### config.mk
export PLATFORM = sky130hd
export DESIGN_NAME = srt_mem
export DESIGN_NICKNAME = d
export VERILOG_FILES = /design/src/hw/rtl/srt_pkg.sv /design/src/hw/rtl/srt_mem.sv
export SDC_FILE = /design/constraint.sdc
export NUM_CORES = 2
export LEC_CHECK = 0
export BUFFER_PORTS_ARGS = -buffer_cell sky130_fd_sc_hd__clkbuf_2
export CORE_MARGIN = 1
export CORE_UTILIZATION = 45
export CTS_BUF_LIST = sky130_fd_sc_hd__clkbuf_8 sky130_fd_sc_hd__clkbuf_16
export CTS_CLUSTER_DIAMETER = 60
export DETAILED_ROUTE_END_ITERATION = 8
export PLACE_DENSITY = 0.67
export SLEW_MARGIN = 0
export SYNTH_ARGS = -nofsm -noshare
export SYNTH_HDL_FRONTEND = slang
export SYNTH_SLANG_ARGS = --single-unit
### constraint.sdc
create_clock -name clk -period 7.7 [get_ports clk]
set_clock_uncertainty 0.1 [all_clocks]
set_input_delay 1.54 -clock clk [delete_from_list [all_inputs] [get_ports clk]]
set_output_delay 1.54 -clock clk [all_outputs]
set_load 0.03 [all_outputs]
### src/hw/rtl/srt_pkg.sv
// ----------------------------------------------------------------------------
// srt_pkg
// Types, codes and helpers shared by the sorted record table.
// ----------------------------------------------------------------------------
package srt_pkg;

	localparam logic [1:0] OP_INSERT = 2'd0;
	localparam logic [1:0] OP_DELETE = 2'd1;
	localparam logic [1:0] OP_LOOKUP = 2'd2;
	localparam logic [1:0] OP_LIST   = 2'd3;

	localparam logic [1:0] ST_OK        = 2'd0;
	localparam logic [1:0] ST_NOT_FOUND = 2'd1;
	localparam logic [1:0] ST_EMPTY     = 2'd2;
	localparam logic [1:0] ST_FULL      = 2'd3;

	localparam logic [2:0] ORD_INSERTION = 3'd0;
	localparam logic [2:0] ORD_NAME_UP   = 3'd1;
	localparam logic [2:0] ORD_NAME_DOWN = 3'd2;
	localparam logic [2:0] ORD_AGE_UP    = 3'd3;
	localparam logic [2:0] ORD_AGE_DOWN  = 3'd4;

	typedef struct packed {
		logic [1:0]  opcode;
		logic [63:0] key_name;
		logic [7:0]  age_value;
		logic [30:0] phone_value;
		logic [2:0]  list_order;
	} srt_req_t;

	typedef struct packed {
		logic [1:0]  status;
		logic [63:0] out_name;
		logic [7:0]  out_age;
		logic [30:0] out_phone;
		logic        last_of_run;
	} srt_rsp_t;

	typedef struct packed {
		logic [63:0] name;
		logic [7:0]  age;
		logic [30:0] phone;
	} srt_rec_t;

	function automatic logic [63:0] norm_name(input logic [63:0] k, input int chars);
		logic [63:0] r;
		logic        stop;
		r    = '0;
		stop = 1'b0;
		for (int i = 0; i < 8; i++) begin
			if (i >= chars || k[63 - 8 * i -: 8] == 8'd0)
				stop = 1'b1;
			if (!stop)
				r[63 - 8 * i -: 8] = k[63 - 8 * i -: 8];
		end
		return r;
	endfunction

	function automatic logic goes_before(input srt_rec_t a, input srt_rec_t b,
		input logic [2:0] order);
		logic r;
		case (order)
			ORD_NAME_UP:   r = a.name < b.name;
			ORD_NAME_DOWN: r = a.name > b.name;
			ORD_AGE_UP:    r = a.age < b.age;
			ORD_AGE_DOWN:  r = a.age > b.age;
			default:       r = 1'b0;
		endcase
		return r;
	endfunction

endpackage

### src/hw/rtl/srt_mem.sv
// ----------------------------------------------------------------------------
// srt_mem
// Record memory: one write port, one read port with registered data.
// ----------------------------------------------------------------------------
module srt_mem
	import srt_pkg::*;
#(
	parameter int DEPTH = 32,
	parameter int AW    = 5
) (
	input  logic          clk,
	input  logic          we,
	input  logic [AW-1:0] waddr,
	input  srt_rec_t      wdata,
	input  logic [AW-1:0] raddr,
	output srt_rec_t      rdata
);

	srt_rec_t mem [DEPTH];

	always_ff @(posedge clk) begin
		if (we)
			mem[waddr] <= wdata;
		rdata <= mem[raddr];
	end

endmodule

==> results_dict.tcl <==
set metrics [dict create \
    status "complete, no violations" \
    ys_seq_area_share_pct 79.5 \
    min_period_ns 3.96 \
    crit_fanout 40 \
    antenna_found_initial 42 \
    dr_total_vias 63236 \
    avgSynthCellArea_um2 21.2 \
    cp_common_cell "buf_4" \
    cts-hold-fix-buffers 0 \
    drt-wirelength-per-cell_um 31.2 \
    p_leak_nw 47.3 \
    ant_nets 0 \
    critPathArrivalTime_ns 4.71 \
    synth_cells 6006 \
    drive_gt1_share_pct 19.4 \
    clk_transition_reported_paths_ns 0.06 \
    place_hpwl_um 153000 \
    io_buffers 217 \
    slew_violations 0 \
    drv_cap 0 \
    drt_iter0_drc 7835 \
    start_util_pct 45.4 \
    min_path_type "flip-flop to flip-flop" \
    reg2regPathDepth 3 \
    grt_max_degree 138 \
    cts_tree "built" \
    max_freq_mhz 252 \
    tightest_slew_ns 1.24 \
    hold_depth 4 \
    final_util_pct 51.3 \
    hold_viol 0 \
    path_delay_family "buffers and inverters" \
    clockRootBuffer "clkbuf_16" \
    met1Wirelength_um 134000 \
    final_cell_count_no_fill 10362 \
    ys_seq_elements 3399 \
    via_per_inst 6.10 \
    cts.sinks 3399 \
    r2r-end "rdata[4]" \
    drt_pass1_iterations 6 \
    r2r_setup_slack_ns 5.87 \
    dpl_worst_slack_ns 2.86 \
    htreeDepth 5 \
    fp.coreArea_um2 280000 \
    drc 0 \
    post_cts_buffers 0 \
    finalWirelength_um 324000 \
    finalSetupViolations 0 \
    rsz0062_at_grt "false" \
    die_h_um 533 \
    critPathLaunch "raddr[1]" \
    pin_count 218 \
    powerDensity_nw_per_um2 267 \
    overflow 0 \
    period_share_pct 51.4 \
    critical_path.cell_chain "buf_4 -> nor2b_4 -> buf_4 -> and2_4 -> buf_4 -> a22oi_1 -> nand3_1" \
    cts_resized 0 \
    nets 6480 \
    whs_endpoint "rdata[98]" \
    irDropWorstVdd_mv 0.193 \
    first_global_vias 62645 \
    critPathKind "primary input to flip-flop" \
    syn-cell-area_um2 127000 \
    r2r_start "mem[22][4]" \
    die_area_um2 285000 \
    fin_ws_ns 3.74 \
    end_kind "flip-flop" \
    grt_pass1_wl_um 455000 \
    cts_buffers 344 \
    areaGrowthSynthToFinish_pct 13.1 \
    fillerInstances 21615 \
    timing.slew.headroom_pct 17.2 \
    die-width_um 533 \
    routed.top_layer "met5" \
    slowest_stage "buf_4" \
    wl_met2_um 153000 \
    crit_path_start_kind "primary input" \
    clk_path_buf_depth 4 \
    worst-path-buf-inv 3 \
    required_ns 8.45 \
    num_rows 194 \
    holdCritStartpoint "mem[20][98]" \
    grt_usage_pct 22.4 \
    ys_types 28 \
    ys_warn_count 0 \
    place_congestion 0.750 \
    synth_fp_nets 6121 \
    slowest_delay_ns 0.68 \
    placed_cells 9743 \
    finalSetupTns_ns 0 \
    dr_wl_met3_um 30300 \
    worstSkewPairLatency_ns 0.95 \
]
==> worst min-delay path, stage by stage, from the launching register on <==
cell and delay, ns:
edfxtp_1 0.32, mux2i_1 0.06, nand2_1 0.06, nand3_1 0.06
nand4_1 0.07
==> power by group <==
part	switching (mW)	internal, mW	total [mW]	leakage [nW]
logic	1.23	0.600	1.83	11.1
registers	0.145	20.6	20.7	30.6
clock network	6.71	9.12	15.8	5.63
total	8.08	30.3	38.4	47.3
==> sequential cells by signal, summed over array words and instances, names as in the netlist <==
signal,count
rdata,103
mem,3296
==> Yosys cell counts <==
cell type  number  area [um2]
a21oi_1        13        65.1
a22o_1         57         499
a22oi_1       548        4110
a31oi_1        57         357
and2_1         11        68.8
and3_1          1        6.26
and3b_1         1        8.76
buf_1           9        33.8
buf_2         140         701
buf_4          28         210
buf_6          18         203
clkbuf_1      142         533
dfxtp_1       103        2060
edfxtp_1     3296       99000
inv_1           1        3.75
mux2i_1       824        8250
mux4_2        412        9280
nand2_1        16        60.1
nand2b_1        1        6.26
nand3_1       208        1040
nand3b_1        5        37.5
nand4_1        46         288
nor2_1         46         173
nor2b_1        15        93.8
nor3_1          4        20.0
nor3_2          1        10.0
or3_1           1        6.26
or3b_2          2        17.5
==> placed cells by master (no fill, tap or decap), types with 3 or more instances in the layout <==
cell,netlist,routed
clkinv_2,0,54
buf_4,28,92
buf_12,0,43
inv_1,1,97
clkinv_1,0,49
and2_1,11,9
clkbuf_16,0,356
diode_2,0,11
mux4_2,412,412
nor2b_2,0,5
nor3_1,4,3
nor2_1,46,6
mux2i_1,824,824
nor2_4,0,36
a22o_1,57,57
nor2b_4,0,6
nand3_1,208,208
nor2b_1,15,4
inv_8,0,5
a21oi_1,13,13
nor2_2,0,4
clkbuf_2,0,213
nand2_1,16,16
a22oi_1,548,548
edfxtp_1,3296,3296
dfxtp_1,103,103
a31oi_1,57,57
bufinv_16,0,17
clkbuf_8,0,23
nand3b_1,5,5
nand4_1,46,46
clkinvlp_4,0,6
==> cells by family (layout without fill, tap and decap cells) <==
| logic type | Yosys count | count (layout) | synth area share [%] |
|---|---|---|---|
| buf+inv | 338 | 959 | 1.32 |
| simple gates | 358 | 358 | 1.44 |
| mux | 1236 | 1236 | 13.8 |
| compound gates | 675 | 675 | 3.96 |
| flops | 3399 | 3399 | 79.5 |
| other cells | 0 | 11 | 0 |
==> cell type report <==
| class | instances | area [um2] | share of cell area, % |
|---|---|---|---|
| clock buffers | 379 | 9230 | 6.41 |
| clock inverters | 229 | 1450 | 1.01 |
| well taps | 3724 | 4660 | 3.24 |
| flip-flops and latches | 3399 | 101000 | 70.3 |
| repair buffers | 350 | 2650 | 1.84 |
| inverters | 1 | 3.75 | 0.00261 |
| diodes | 11 | 27.5 | 0.0191 |
| multi-input cells | 2269 | 24800 | 17.2 |
==> stage by stage <==
stage / hold WS [ns] / area (um2) / power [mW]
2_1_floorplan: 0.449 / 127000 / 22.1
3_3_place_gp: 0.484 / 133000 / 22.9
3_5_place_dp: 0.486 / 133000 / 23.0
4_1_cts: 0.499 / 144000 / 38.6
5_1_grt: 0.557 / 144000 / 39.4
6_report: 0.498 / 144000 / 38.4
==> how the worst max path moves through the flow <==
stage | cells past startpoint | slack, ns | to
2_1_floorplan | 3 | 0.55 | mem[12][0]
3_3_place_gp | 7 | 2.92 | rdata[49]
3_5_place_dp | 7 | 2.86 | rdata[61]
4_1_cts | 7 | 3.86 | rdata[23]
5_1_grt | 6 | 3.72 | rdata[54]
6_report | 7 | 3.74 | rdata[23]
==> layer usage <==
layer	GRT usage [%]	up-vias
met5	0	-
met4	5.01	28
met3	4.08	489
met2	35.5	3098
met1	32.4	33710
li1	-	25911
Note: power is estimated with default switching activity, not from simulation.
