## config.mk

```make
export PLATFORM = sky130hd
export DESIGN_NAME = srt_out_reg
export DESIGN_NICKNAME = d
export VERILOG_FILES = /design/src/hw/rtl/srt_pkg.sv /design/src/hw/rtl/srt_out_reg.sv
export SDC_FILE = /design/constraint.sdc
export NUM_CORES = 1
export LEC_CHECK = 0
export BUFFER_PORTS_ARGS = -buffer_cell sky130_fd_sc_hd__buf_2
export CAP_MARGIN = 25
export CORE_UTILIZATION = 25
export DETAILED_ROUTE_END_ITERATION = 12
export PLACE_DENSITY_LB_ADDON = 0.05
export SLEW_MARGIN = 5
export SYNTH_ARGS = -nofsm -noshare
export SYNTH_HDL_FRONTEND = slang
export SYNTH_SLANG_ARGS = --single-unit
```

## constraint.sdc

```tcl
create_clock -name clk -period 0.8 [get_ports clk]
set_input_delay 0.08 -clock clk [delete_from_list [all_inputs] [get_ports clk]]
set_output_delay 0.08 -clock clk [all_outputs]
set_load 0.01 [all_outputs]
```

## src/hw/rtl/srt_pkg.sv

```systemverilog
// ----------------------------------------------------------------------------
// srt_pkg
// Types, codes and helpers shared by the sorted record table.
// ----------------------------------------------------------------------------
package srt_pkg;

	localparam logic [1:0] OP_INSERT = 2'd0;
	localparam logic [1:0] OP_DELETE = 2'd1;
	localparam logic [1:0] OP_LOOKUP = 2'd2;
	localparam logic [1:0] OP_LIST   = 2'd3;

	localparam logic [1:0] ST_OK        = 2'd0;
	localparam logic [1:0] ST_NOT_FOUND = 2'd1;
	localparam logic [1:0] ST_EMPTY     = 2'd2;
	localparam logic [1:0] ST_FULL      = 2'd3;

	localparam logic [2:0] ORD_INSERTION = 3'd0;
	localparam logic [2:0] ORD_NAME_UP   = 3'd1;
	localparam logic [2:0] ORD_NAME_DOWN = 3'd2;
	localparam logic [2:0] ORD_AGE_UP    = 3'd3;
	localparam logic [2:0] ORD_AGE_DOWN  = 3'd4;

	typedef struct packed {
		logic [1:0]  opcode;
		logic [63:0] key_name;
		logic [7:0]  age_value;
		logic [30:0] phone_value;
		logic [2:0]  list_order;
	} srt_req_t;

	typedef struct packed {
		logic [1:0]  status;
		logic [63:0] out_name;
		logic [7:0]  out_age;
		logic [30:0] out_phone;
		logic        last_of_run;
	} srt_rsp_t;

	typedef struct packed {
		logic [63:0] name;
		logic [7:0]  age;
		logic [30:0] phone;
	} srt_rec_t;

	function automatic logic [63:0] norm_name(input logic [63:0] k, input int chars);
		logic [63:0] r;
		logic        stop;
		r    = '0;
		stop = 1'b0;
		for (int i = 0; i < 8; i++) begin
			if (i >= chars || k[63 - 8 * i -: 8] == 8'd0)
				stop = 1'b1;
			if (!stop)
				r[63 - 8 * i -: 8] = k[63 - 8 * i -: 8];
		end
		return r;
	endfunction

	function automatic logic goes_before(input srt_rec_t a, input srt_rec_t b,
		input logic [2:0] order);
		logic r;
		case (order)
			ORD_NAME_UP:   r = a.name < b.name;
			ORD_NAME_DOWN: r = a.name > b.name;
			ORD_AGE_UP:    r = a.age < b.age;
			ORD_AGE_DOWN:  r = a.age > b.age;
			default:       r = 1'b0;
		endcase
		return r;
	endfunction

endpackage

```

## src/hw/rtl/srt_out_reg.sv

```systemverilog
// ----------------------------------------------------------------------------
// srt_out_reg
// Result register that holds one item until the receiver takes it.
// ----------------------------------------------------------------------------
module srt_out_reg
	import srt_pkg::*;
(
	input  logic     clk,
	input  logic     arst_n,
	input  logic     load,
	input  srt_rsp_t load_data,
	output logic     free,
	output logic     rsp_valid,
	input  logic     rsp_stall,
	output srt_rsp_t rsp
);

	logic valid_q;

	assign rsp_valid = valid_q;
	assign free      = !valid_q || !rsp_stall;

	always_ff @(posedge clk or negedge arst_n) begin
		if (!arst_n) begin
			valid_q <= 1'b0;
		end else if (load) begin
			valid_q <= 1'b1;
		end else if (!rsp_stall) begin
			valid_q <= 1'b0;
		end
	end

	always_ff @(posedge clk) begin
		if (load)
			rsp <= load_data;
	end

endmodule

```

==> flow_summary.toml, run 1 <==
[place]
dp.final_hpwl_mm = 5.483
pre_cts_ws_ns = -0.04547
portBuffers = 217
place.gp.congestion = 0.6596

[logic_synthesis]
synth_compound_area_frac = 0.002332
synth_top_area_share = 0.9887
ys_types = 4
synth-xor-area-share = 0
yosys.area_share.simple = 0.001166
synth_nets = 219
ys_seq_area_frac = 0.9965
synthesis.instances = 109
synth_top_area_cell = "edfxtp_1"
ys_ff_latch = 107
synth_top_family_by_area = "compound AO/OA/AOI/OAI gates"
synth_area_um2 = 3219
synth.avg_cell_area_um2 = 29.54
yosysWarnings = 0
synthAdderAreaFrac = 0
ys_top_cells_by_area = "edfxtp_1 99%, dfrtp_1 0.78%, a21o_1 0.23%"
muxShareOfSynthArea = 0

[floorplan]
ios = 218
initial_core_util = 0.2561
die_w_um = 115.5
die_y_um = 115.5
rows = 41

[status]
outcome = "aborted with a tool error"
haltStage = "clock tree synthesis (4_1_cts)"
firstError = "[ERROR RSZ-0060] Max buffer count reached."

[cts]
clockBufferDepth = 2
root_buffer = "clkbuf_16"
cts_buffers = 9
cts_resized = 0
ctsHoldBuffers = 105
h-tree-depth = 3
postCtsSetupBuffers = 0
cts_sinks = 107
-- metrics by stage --
stage                     instance area (um^2)  hold slack [ns]  instances
after floorplan                           3219          -0.2156        109
after global placement                    4633          -0.1429        506
after detailed placement                  4633          -0.1434        506
-- cell families after synthesis --
logic type | after synthesis
DFF | 107
and+or+nand+nor | 1
AOI/OAI and AO/OA | 1
-- cell usage after synthesis (all sizes together) --
| library cell | count |
|---|---|
| a21o | 1 |
| nand2 | 1 |
| edfxtp | 106 |
| dfrtp | 1 |
==> inputs of run 2 (changes only) <==
--- a/config.mk
+++ b/config.mk
@@ -7,9 +7,9 @@
 export LEC_CHECK = 0
 export BUFFER_PORTS_ARGS = -buffer_cell sky130_fd_sc_hd__buf_2
 export CAP_MARGIN = 25
-export CORE_UTILIZATION = 25
+export CORE_UTILIZATION = 20
 export DETAILED_ROUTE_END_ITERATION = 12
-export PLACE_DENSITY_LB_ADDON = 0.05
+export PLACE_DENSITY_LB_ADDON = 0.15
 export SLEW_MARGIN = 5
 export SYNTH_ARGS = -nofsm -noshare
 export SYNTH_HDL_FRONTEND = slang
==> constraint.sdc (replaced) <==
create_clock -name clk -period 1.04 [get_ports clk]
set_input_delay 0.104 -clock clk [delete_from_list [all_inputs] [get_ports clk]]
set_output_delay 0.104 -clock clk [all_outputs]
set_load 0.01 [all_outputs]
==> run 2 against run 1 <==
Against the previous run: the flow now finishes, with violations (negative setup slack); synthesized cell count did not move; area after synthesis stayed put.
==> flow_summary.toml, run 2 <==
[logic_synthesis]
ys_types = 4
ys_ff_latch = 107
netlist_top_cells_count = "106 x edfxtp_1, 1 x a21o_1, 1 x dfrtp_1, 1 x nand2_1"
synth_top_area_share = 0.9887
yosysMostFrequentCell = "edfxtp_1"
synth_area_um2 = 3219
synth_edf_count = 106
ys_seq_area_frac = 0.9965
yosysWarnings = 0
synth-async-reset-ratio = 0.009346
ys.flop_type = "edfxtp_1"
ys_top_cells_by_area = "edfxtp_1 99%, dfrtp_1 0.78%, a21o_1 0.23%"
synth.avg_cell_area_um2 = 29.54
synth_nets = 219
synth_top_area_cell = "edfxtp_1"
synthesis.instances = 109

[cts]
cts_sinks = 107
cts_resized = 0
clkSlewWorstSetupHoldPaths_ns = 0.07
cts_tree = "built"
root_buffer = "clkbuf_16"
cts_buffers = 9
h-tree-depth = 3
postCtsSetupBuffers = 0
clockBufferDepth = 2
worstSkewPairLatency_ns = 0.34

[critical_path]
crit_fanout = 3
worstPathArrival_ns = 0.94
reg2reg_depth = 1
critPathKind = "flop to output pin"
crit_required_ns = 0.94
cp-end-kind = "output pin"
cp-start-kind = "flop"

[detailed_routing]
routedWlPerCell_um = 13.43
viasPerCell = 3.581
via_count = 2399
first_pass_iters = 4
drt_iter0_markers = 99
drc = 0
ant_nets = 0
drt-total-wl_mm = 8.996

[place]
dp.final_hpwl_mm = 6.204
pre_cts_ws_ns = 0.1607
portBuffers = 217
dpl.cell_count = 544
place.gp.congestion = 0.7057

[finish]
area_growth_pct = 87.10
n_fill_cell = 1529
seqCellArea_um2 = 3208
layout_common_cells = "216 x buf_2, 108 x dlygate4sd3_1, 106 x edfxtp_1"
final_util = 0.3819
drive_above_1_share = 0.5155
largest_reg_flops = 106
largest_register = "rsp"
stdcell_count = 670
final_nets = 557
final_common_cell = "buf_2"
multi_input_area_um2 = 11.26

[global_route]
grt_pass1_vias = 2651
antenna_found_initial = 2
grt_max_degree = 58
grtUsageTotal = 0.1099
grt_pass1_wl_mm = 13.24
grt-ovfl-total = 0

[timing]
finClkSkew_ns = 0
period_share = 1.008
maxSlewHeadroom = 0.7858
setup_tns_ns = -0.008713
drv_slew = 0
setup_viol = 1
max_slew.worst_pin.slew_ns = 0.3213
finalHoldViolCount = 0
fin_ws_ns = -0.008713
min_period_ns = 1.049
max_freq_ghz = 0.9536
rsz0062_at_grt = "yes"

[pwr]
leakagePower_nw = 2.528
p_int_w = 0.007882
seq_power_share = 0.519
p_total_w = 0.01001
cellPowerDensity_nw_per_um2 = 1662
swShare = 0.2125
pwr-share-clk = 0.365
switchingPower_w = 0.002127
comb_power_share = 0.116
ir_worst_vdd_mv = 0.6384

[floorplan]
rows = 46
die_w_um = 128.9
coreArea_um2 = 15770
initial_core_util = 0.2041
ios = 218
die_y_um = 128.9
die_area_um2 = 16610

[status]
violations = "negative setup slack"
outcome = "finished, violations left"

[job]
maxCapViolCount = 0

[worst_hold_path]
hold_class = "primary input to asynchronous set/reset pin"
## run 2: cell counts after synthesis
Identical to the previous run, type by type.
## run 2: layer usage
layer | wire [um] | vias up | part of all wire | GRT usage
met5 | 0 | - | 0 | 0
met4 | 224 | 0 | 0.025 | 0.06990
met3 | 969 | 15 | 0.11 | 0.05447
met2 | 4545 | 127 | 0.51 | 0.1825
met1 | 3257 | 1137 | 0.36 | 0.1100
li1 | - | 1120 | - | -
## run 2: repair_timing
item / CTS / global route
endpoints found under the setup margin: 1 / 2
pin swaps: 0 / 0
endpoints found under the hold margin: 108 / 0
hold buffers: 108 / 0
gates cloned: 0 / 0
## run 2: worst paths after layout
path,endpoint,from,slack (ns)
setup / recovery,free,rsp_valid,-0.009
hold / removal,rsp_valid,arst_n,0.05
setup reg to reg,rsp_valid,rsp_valid,0.35
hold reg to reg,rsp_valid,rsp_valid,0.55
max in group asynchronous,rsp_valid,arst_n,0.91
min in group clk,rsp[43],load,0.27
## run 2: kinds of logic after synthesis
group / after synthesis / share of synthesized area
AO/OA/AOI/OAI: 1 / 0.002333
AND/OR/NAND/NOR: 1 / 0.001165
flip-flops: 107 / 0.9965
## run 2: per-stage QoR
step	area [um^2]	hold WS, ns
after floorplan	3219	-0.1916
final	6023	0.04804
after global routing	6023	0.05668
after CTS	6018	0.02563
after detailed placement	4618	-0.1201
after global placement	4618	-0.1193
## run 2: layout make-up
type	count	share of cell area
multi-input cells	2	0.001870
clock inverters	5	0.01433
diodes	2	0.0008309
repair buffers	327	0.3668
flip-flops and latches	107	0.5326
clock buffers	11	0.03864
well taps	216	0.04487
## run 2: power groups by stage
stage          Sequential, W  Combinational, W  Clock, W
6_report             0.00519           0.00116   0.00366
5_1_grt              0.00522           0.00124   0.00395
4_1_cts              0.00519           0.00117   0.00380
3_5_place_dp         0.00529          0.000850         0
3_3_place_gp         0.00528          0.000846         0
2_1_floorplan        0.00549        0.00000466         0
## run 2: worst max-delay path: stages, from the launching register on
cell and delay, ns:
dfrtp_1 0.41, nand2_1 0.07, buf_2 0.12
Note: power is estimated with default switching activity, not from simulation.
==> inputs of run 3 (changes only) <==
--- a/config.mk
+++ b/config.mk
@@ -9,6 +9,7 @@
 export CAP_MARGIN = 25
 export CORE_UTILIZATION = 20
 export DETAILED_ROUTE_END_ITERATION = 12
+export GPL_TIMING_DRIVEN = 0
 export PLACE_DENSITY_LB_ADDON = 0.15
 export SLEW_MARGIN = 5
 export SYNTH_ARGS = -nofsm -noshare
==> run 3 against run 2 <==
Against the previous run: the run still ends with negative setup slack left; routed wire length shrank 5.7%; sequential share of layout area grew 0.38 points; clock-buffer cell count shrank 2; final cell count fell by 0.30%; via count down 2.0%; first-iteration DRC count down 48%; clock power shrank 10%; worst hold slack worse by 0.0032 ns; flip-flop and latch count is the same; critical path depth grew 2; combinational power barely moved; maximum frequency is 0.79% higher; highest routed layer unchanged.
==> flow_summary.toml, run 3 (synthesis gave the netlist of run 2 again) <==
[status]
outcome = "finished, violations left"
violations = "negative setup slack"

[finish]
area_growth_pct = 85.78
drive_above_1_share = 0.5177
num_antenna_cells = 0
n_fill_cell = 1520
final_common_cell = "buf_2"
largest_register = "rsp"
largest_reg_flops = 106
layout_common_cells = "216 x buf_2, 108 x dlygate4sd3_1, 106 x edfxtp_1"
final_nets = 557

[cts]
cts_tree = "built"
clkSlewWorstSetupHoldPaths_ns = 0.07
root_buffer = "clkbuf_16"
worstSkewPairLatency_ns = 0.34
cts_sinks = 107
cts_buffers = 9
h-tree-depth = 3
clockBufferDepth = 2

[critical_path]
critical_path.top_delay_family = "buffers and inverters"
critical_path.slowest_cell = "dlygate4sd3_1"
crit_chain = "dlygate4sd3_1 > buf_2 > nand2_1 > buf_2"
cp-start-kind = "primary input"
cp-end-kind = "output pin"
crit_fanout = 2
worstPathArrival_ns = 0.94
startpoint = "rsp_stall"
path_buf_inv = 3
cp_common_cell = "buf_2"
crit_required_ns = 0.94
cpPeakStageDelay_ns = 0.53
critPathKind = "primary input to output pin"
timing.rr.start = "rsp_valid"

[timing]
hold_ws_ns = 0.04486
rsz0062_at_grt = "yes"
max_freq_ghz = 0.9611
setup_viol = 1
period_share = 1.000
min_period_ns = 1.041
finClkSkew_ns = 0
maxSlewHeadroom = 0.6309
finalHoldViolCount = 0
fin_ws_ns = -0.0005045
max_slew.worst_pin.slew_ns = 0.5537
drv_slew = 0

[place]
dp.final_hpwl_mm = 5.794
place.gp.congestion = 0.6586
portBuffers = 217

[floorplan]
die_y_um = 128.9
die_area_um2 = 16610
die_w_um = 128.9
coreArea_um2 = 15770
rows = 46
ios = 218
initial_core_util = 0.2041

[detailed_routing]
drt-total-wl_mm = 8.486
ant_nets = 0
first_pass_iters = 4
routedWlPerCell_um = 12.70
drc = 0
drt_iter0_markers = 51
viasPerCell = 3.519
via_count = 2351

[global_route]
grt-ovfl-total = 0
antenna_found_initial = 0
grt_pass1_wl_mm = 12.50
grtUsageTotal = 0.1030
grt_max_degree = 68
grt_pass1_vias = 2520

[job]
maxCapViolCount = 0

[pwr]
leakagePower_nw = 2.517
ir_worst_vdd_mv = 0.6761
p_total_w = 0.009610
cellPowerDensity_nw_per_um2 = 1607

[worst_hold_path]
hold_class = "primary input to asynchronous set/reset pin"
[run 3: changes by cell type in the layout (fill, tap and decap cells not counted)]
cell        change
buf_12          -2
bufinv_16       -2
clkbuf_1        -2
diode_2         -2
inv_6           +2
buf_16          +1
buf_4           +1
clkinv_1        +1
clkinv_2        +1
clkinv_8        +1
clkinvlp_4      -1
[run 3: cell type report]
type	count	area, um^2	share of cell area
Clock buffer	9	225.2	0.03766
Tap cell	216	270.3	0.04519
Sequential cell	107	3208	0.5364
Timing Repair Buffer	327	2205	0.3686
Clock inverter	7	61.31	0.01025
Multi-Input combinational cell	2	11.26	0.001883
[run 3: through the flow]
stage / instance area [um^2] / setup slack [ns] / TNS [ns] / util / std cells
6_report: 5981 / -0.0005045 / -0.0005045 / 0.3792 / 668
3_5_place_dp: 4606 / -0.2946 / -18.83 / 0.2921 / 543
4_1_cts: 5973 / 0.00008371 / 0 / 0.3788 / 667
5_1_grt: 5981 / -0.05024 / -0.05288 / 0.3792 / 668
2_1_floorplan: 3219 / 0.3643 / 0 / - / 109
3_3_place_gp: 4576 / -1.265 / -134.15 / 0.2901 / 542
[run 3: final timing paths]
path / to / slack, ns / depth (start not counted)
max: free / -0.0005 / 4
min reg2reg: rsp_valid / 0.59 / 2
min: rsp_valid / 0.04 / 2
max in group asynchronous: rsp_valid / 0.91 / 2
min in group clk: rsp[81] / 0.26 / 1
max reg2reg: rsp_valid / 0.28 / 2
[run 3: power breakdown]
part,switching (W),leakage (nW),internal (W)
Clock,0.00161,0.139,0.00167
Sequential,0.0000743,1.05,0.00511
Combinational,0.000512,1.33,0.000636
[run 3: what timing repair did]
action,4_1_cts,5_1_grt
resized for setup,0,0
setup endpoints to repair,0,2
endpoints found under the hold margin,108,0
setup buffers,0,1
hold buffers,108,0
[run 3: worst register-to-register path, cell delays in order (launching register included)]
cell	delay (ns)
dfrtp_1	0.39
buf_4	0.13
a21o_1	0.14
[run 3: routing by layer]
metal / wire length, um / GRT usage / part of all wire / vias to the layer above
met3: 948 / 0.06154 / 0.11 / 9
met1: 3005 / 0.09840 / 0.35 / 1100
li1: - / - / - / 1119
met5: 0 / 0 / 0 / -
met2: 4395 / 0.1774 / 0.52 / 123
met4: 136 / 0.04637 / 0.016 / 0
==> inputs of run 4 (changes only) <==
--- a/config.mk
+++ b/config.mk
@@ -7,6 +7,8 @@
 export LEC_CHECK = 0
 export BUFFER_PORTS_ARGS = -buffer_cell sky130_fd_sc_hd__buf_2
 export CAP_MARGIN = 25
+export CELL_PAD_IN_SITES_DETAIL_PLACEMENT = 0
+export CELL_PAD_IN_SITES_GLOBAL_PLACEMENT = 1
 export CORE_UTILIZATION = 20
 export DETAILED_ROUTE_END_ITERATION = 12
 export GPL_TIMING_DRIVEN = 0
==> run 4 against run 3 <==
Against the previous run: core utilization increased by 0.29 points; routed wire length shrank 0.66%; clock power grew 15%; the flow now finishes without violations; largest power group unchanged; critical path type is now flop to output pin; maximum frequency rose by 0.94%; final area is 0.75% higher; clock skew stayed put.
==> flow_summary.toml, run 4 (synthesis gave the netlist of run 2 again) <==
[status]
outcome = "finished clean"

[cts]
postCtsSetupBuffers = 0
h-tree-depth = 3
cts_tree = "built"
cts_buffers = 9
cts_sinks = 107
clockBufferDepth = 2
worstSkewPairLatency_ns = 0.35
root_buffer = "clkbuf_16"
clkSlewWorstSetupHoldPaths_ns = 0.07

[finish]
area_growth_pct = 87.17
num_antenna_cells = 0
n_fill_cell = 1567
largest_reg_flops = 106
layout_common_cells = "216 x buf_2, 108 x dlygate4sd3_1, 106 x edfxtp_1"
final_area_um2 = 6026
largest_register = "rsp"
final_common_cell = "buf_2"
drive_above_1_share = 0.5188
final_nets = 556

[detailed_routing]
routedWlPerCell_um = 12.64
first_pass_iters = 4
drt_iter0_markers = 65
ant_nets = 0
drc = 0
drt-total-wl_mm = 8.430
via_count = 2335
viasPerCell = 3.501

[pwr]
seq_power_share = 0.513
p_int_w = 0.007954
switchingPower_w = 0.002165
p_total_w = 0.01012
pwr-share-clk = 0.374
cellPowerDensity_nw_per_um2 = 1679
ir_worst_vdd_mv = 0.7488
comb_power_share = 0.113
swShare = 0.2139
leakagePower_nw = 2.536

[timing]
max_slew.worst_pin.slew_ns = 0.4602
maxSlewHeadroom = 0.6932
finalHoldViolCount = 0
min_period_ns = 1.031
period_share = 0.9912
drv_slew = 0
max_freq_ghz = 0.9701
rsz0062_at_grt = "yes"
finClkSkew_ns = 0
setup_tns_ns = 0
setup_viol = 0

[global_route]
grt_use_met3 = 0.05821
grt-ovfl-total = 0
antenna_found_initial = 0
grtUsageTotal = 0.1029
grt_pass1_wl_mm = 12.48
met2_usage = 0.1723
busiest_layer = "met2"
grt_max_degree = 62
grt_pass1_vias = 2487
use_met1 = 0.1047

[floorplan]
ios = 218
die_y_um = 128.9
rows = 46
initial_core_util = 0.2041
die_area_um2 = 16610
die_w_um = 128.9
coreArea_um2 = 15770

[critical_path]
worstPathArrival_ns = 0.93
crit_fanout = 3
cp-end-kind = "output pin"
cp-start-kind = "flop"
crit_required_ns = 0.94
critPathKind = "flop to output pin"

[place]
dp.final_hpwl_mm = 5.877
portBuffers = 217
dpl_cell_area_um2 = 4606
place.gp.congestion = 0.6523

[worst_hold_path]
hold_class = "primary input to asynchronous set/reset pin"

[job]
maxCapViolCount = 0
-- run 4: routing by layer --
metal / part of all wire / vias up / routed length [um]
li1: - / 1115 / -
met1: 0.37 / 1095 / 3106
met2: 0.51 / 115 / 4261
met3: 0.11 / 10 / 921
met4: 0.017 / 0 / 141
met5: 0 / - / 0
-- run 4: power by group through the flow --
| stage | Clock, W | Combinational [W] | Sequential [W] |
|---|---|---|---|
| 2_1_floorplan | 0 | 0.00000466 | 0.00549 |
| 3_3_place_gp | 0 | 0.000831 | 0.00529 |
| 3_5_place_dp | 0 | 0.000840 | 0.00528 |
| 4_1_cts | 0.00392 | 0.00116 | 0.00519 |
| 5_1_grt | 0.00405 | 0.00124 | 0.00522 |
| 6_report | 0.00378 | 0.00114 | 0.00519 |
-- run 4: cell type report --
cell class              count  area [um^2]  area share
well taps                 216        270.3     0.04485
flip-flops and latches    107         3208      0.5324
clock buffers              10        239.0     0.03966
repair buffers            326         2201      0.3652
multi-input cells           2        11.26    0.001869
clock inverters             6        96.34     0.01599
-- run 4: final timing paths --
path / start / cells past startpoint / to / slack (ns)
worst min-delay path: arst_n / 2 / rsp_valid / 0.06
worst max-delay path: rsp_valid / 2 / free / 0.009
worst max register to register: rsp_valid / 1 / rsp_valid / 0.38
worst min register to register: rsp_valid / 1 / rsp_valid / 0.51
max in group asynchronous: arst_n / 2 / rsp_valid / 0.90
min in group clk: load / 1 / rsp[37] / 0.19
-- run 4: stage by stage --
step,cells,hold slack [ns],utilization,worst slack [ns]
2_1_floorplan,109,-0.1916,-,0.3643
3_3_place_gp,542,-0.1099,0.2901,-1.307
3_5_place_dp,543,-0.1136,0.2921,-0.3245
4_1_cts,667,0.03414,0.3819,-0.02364
5_1_grt,667,0.03183,0.3821,-0.04976
6_report,667,0.05514,0.3821,0.009169
-- run 4: timing repair --
action                                  in CTS  in global routing
hold buffers                               108                  0
hold endpoints to repair                   108                  0
endpoints found under the setup margin       1                 22
cloned                                       0                  0
gates resized for setup                      0                  1
-- run 4: critical path: stages, from the launching register on --
cell	delay [ns]
dfrtp_1	0.40
nand2_1	0.06
buf_2	0.12
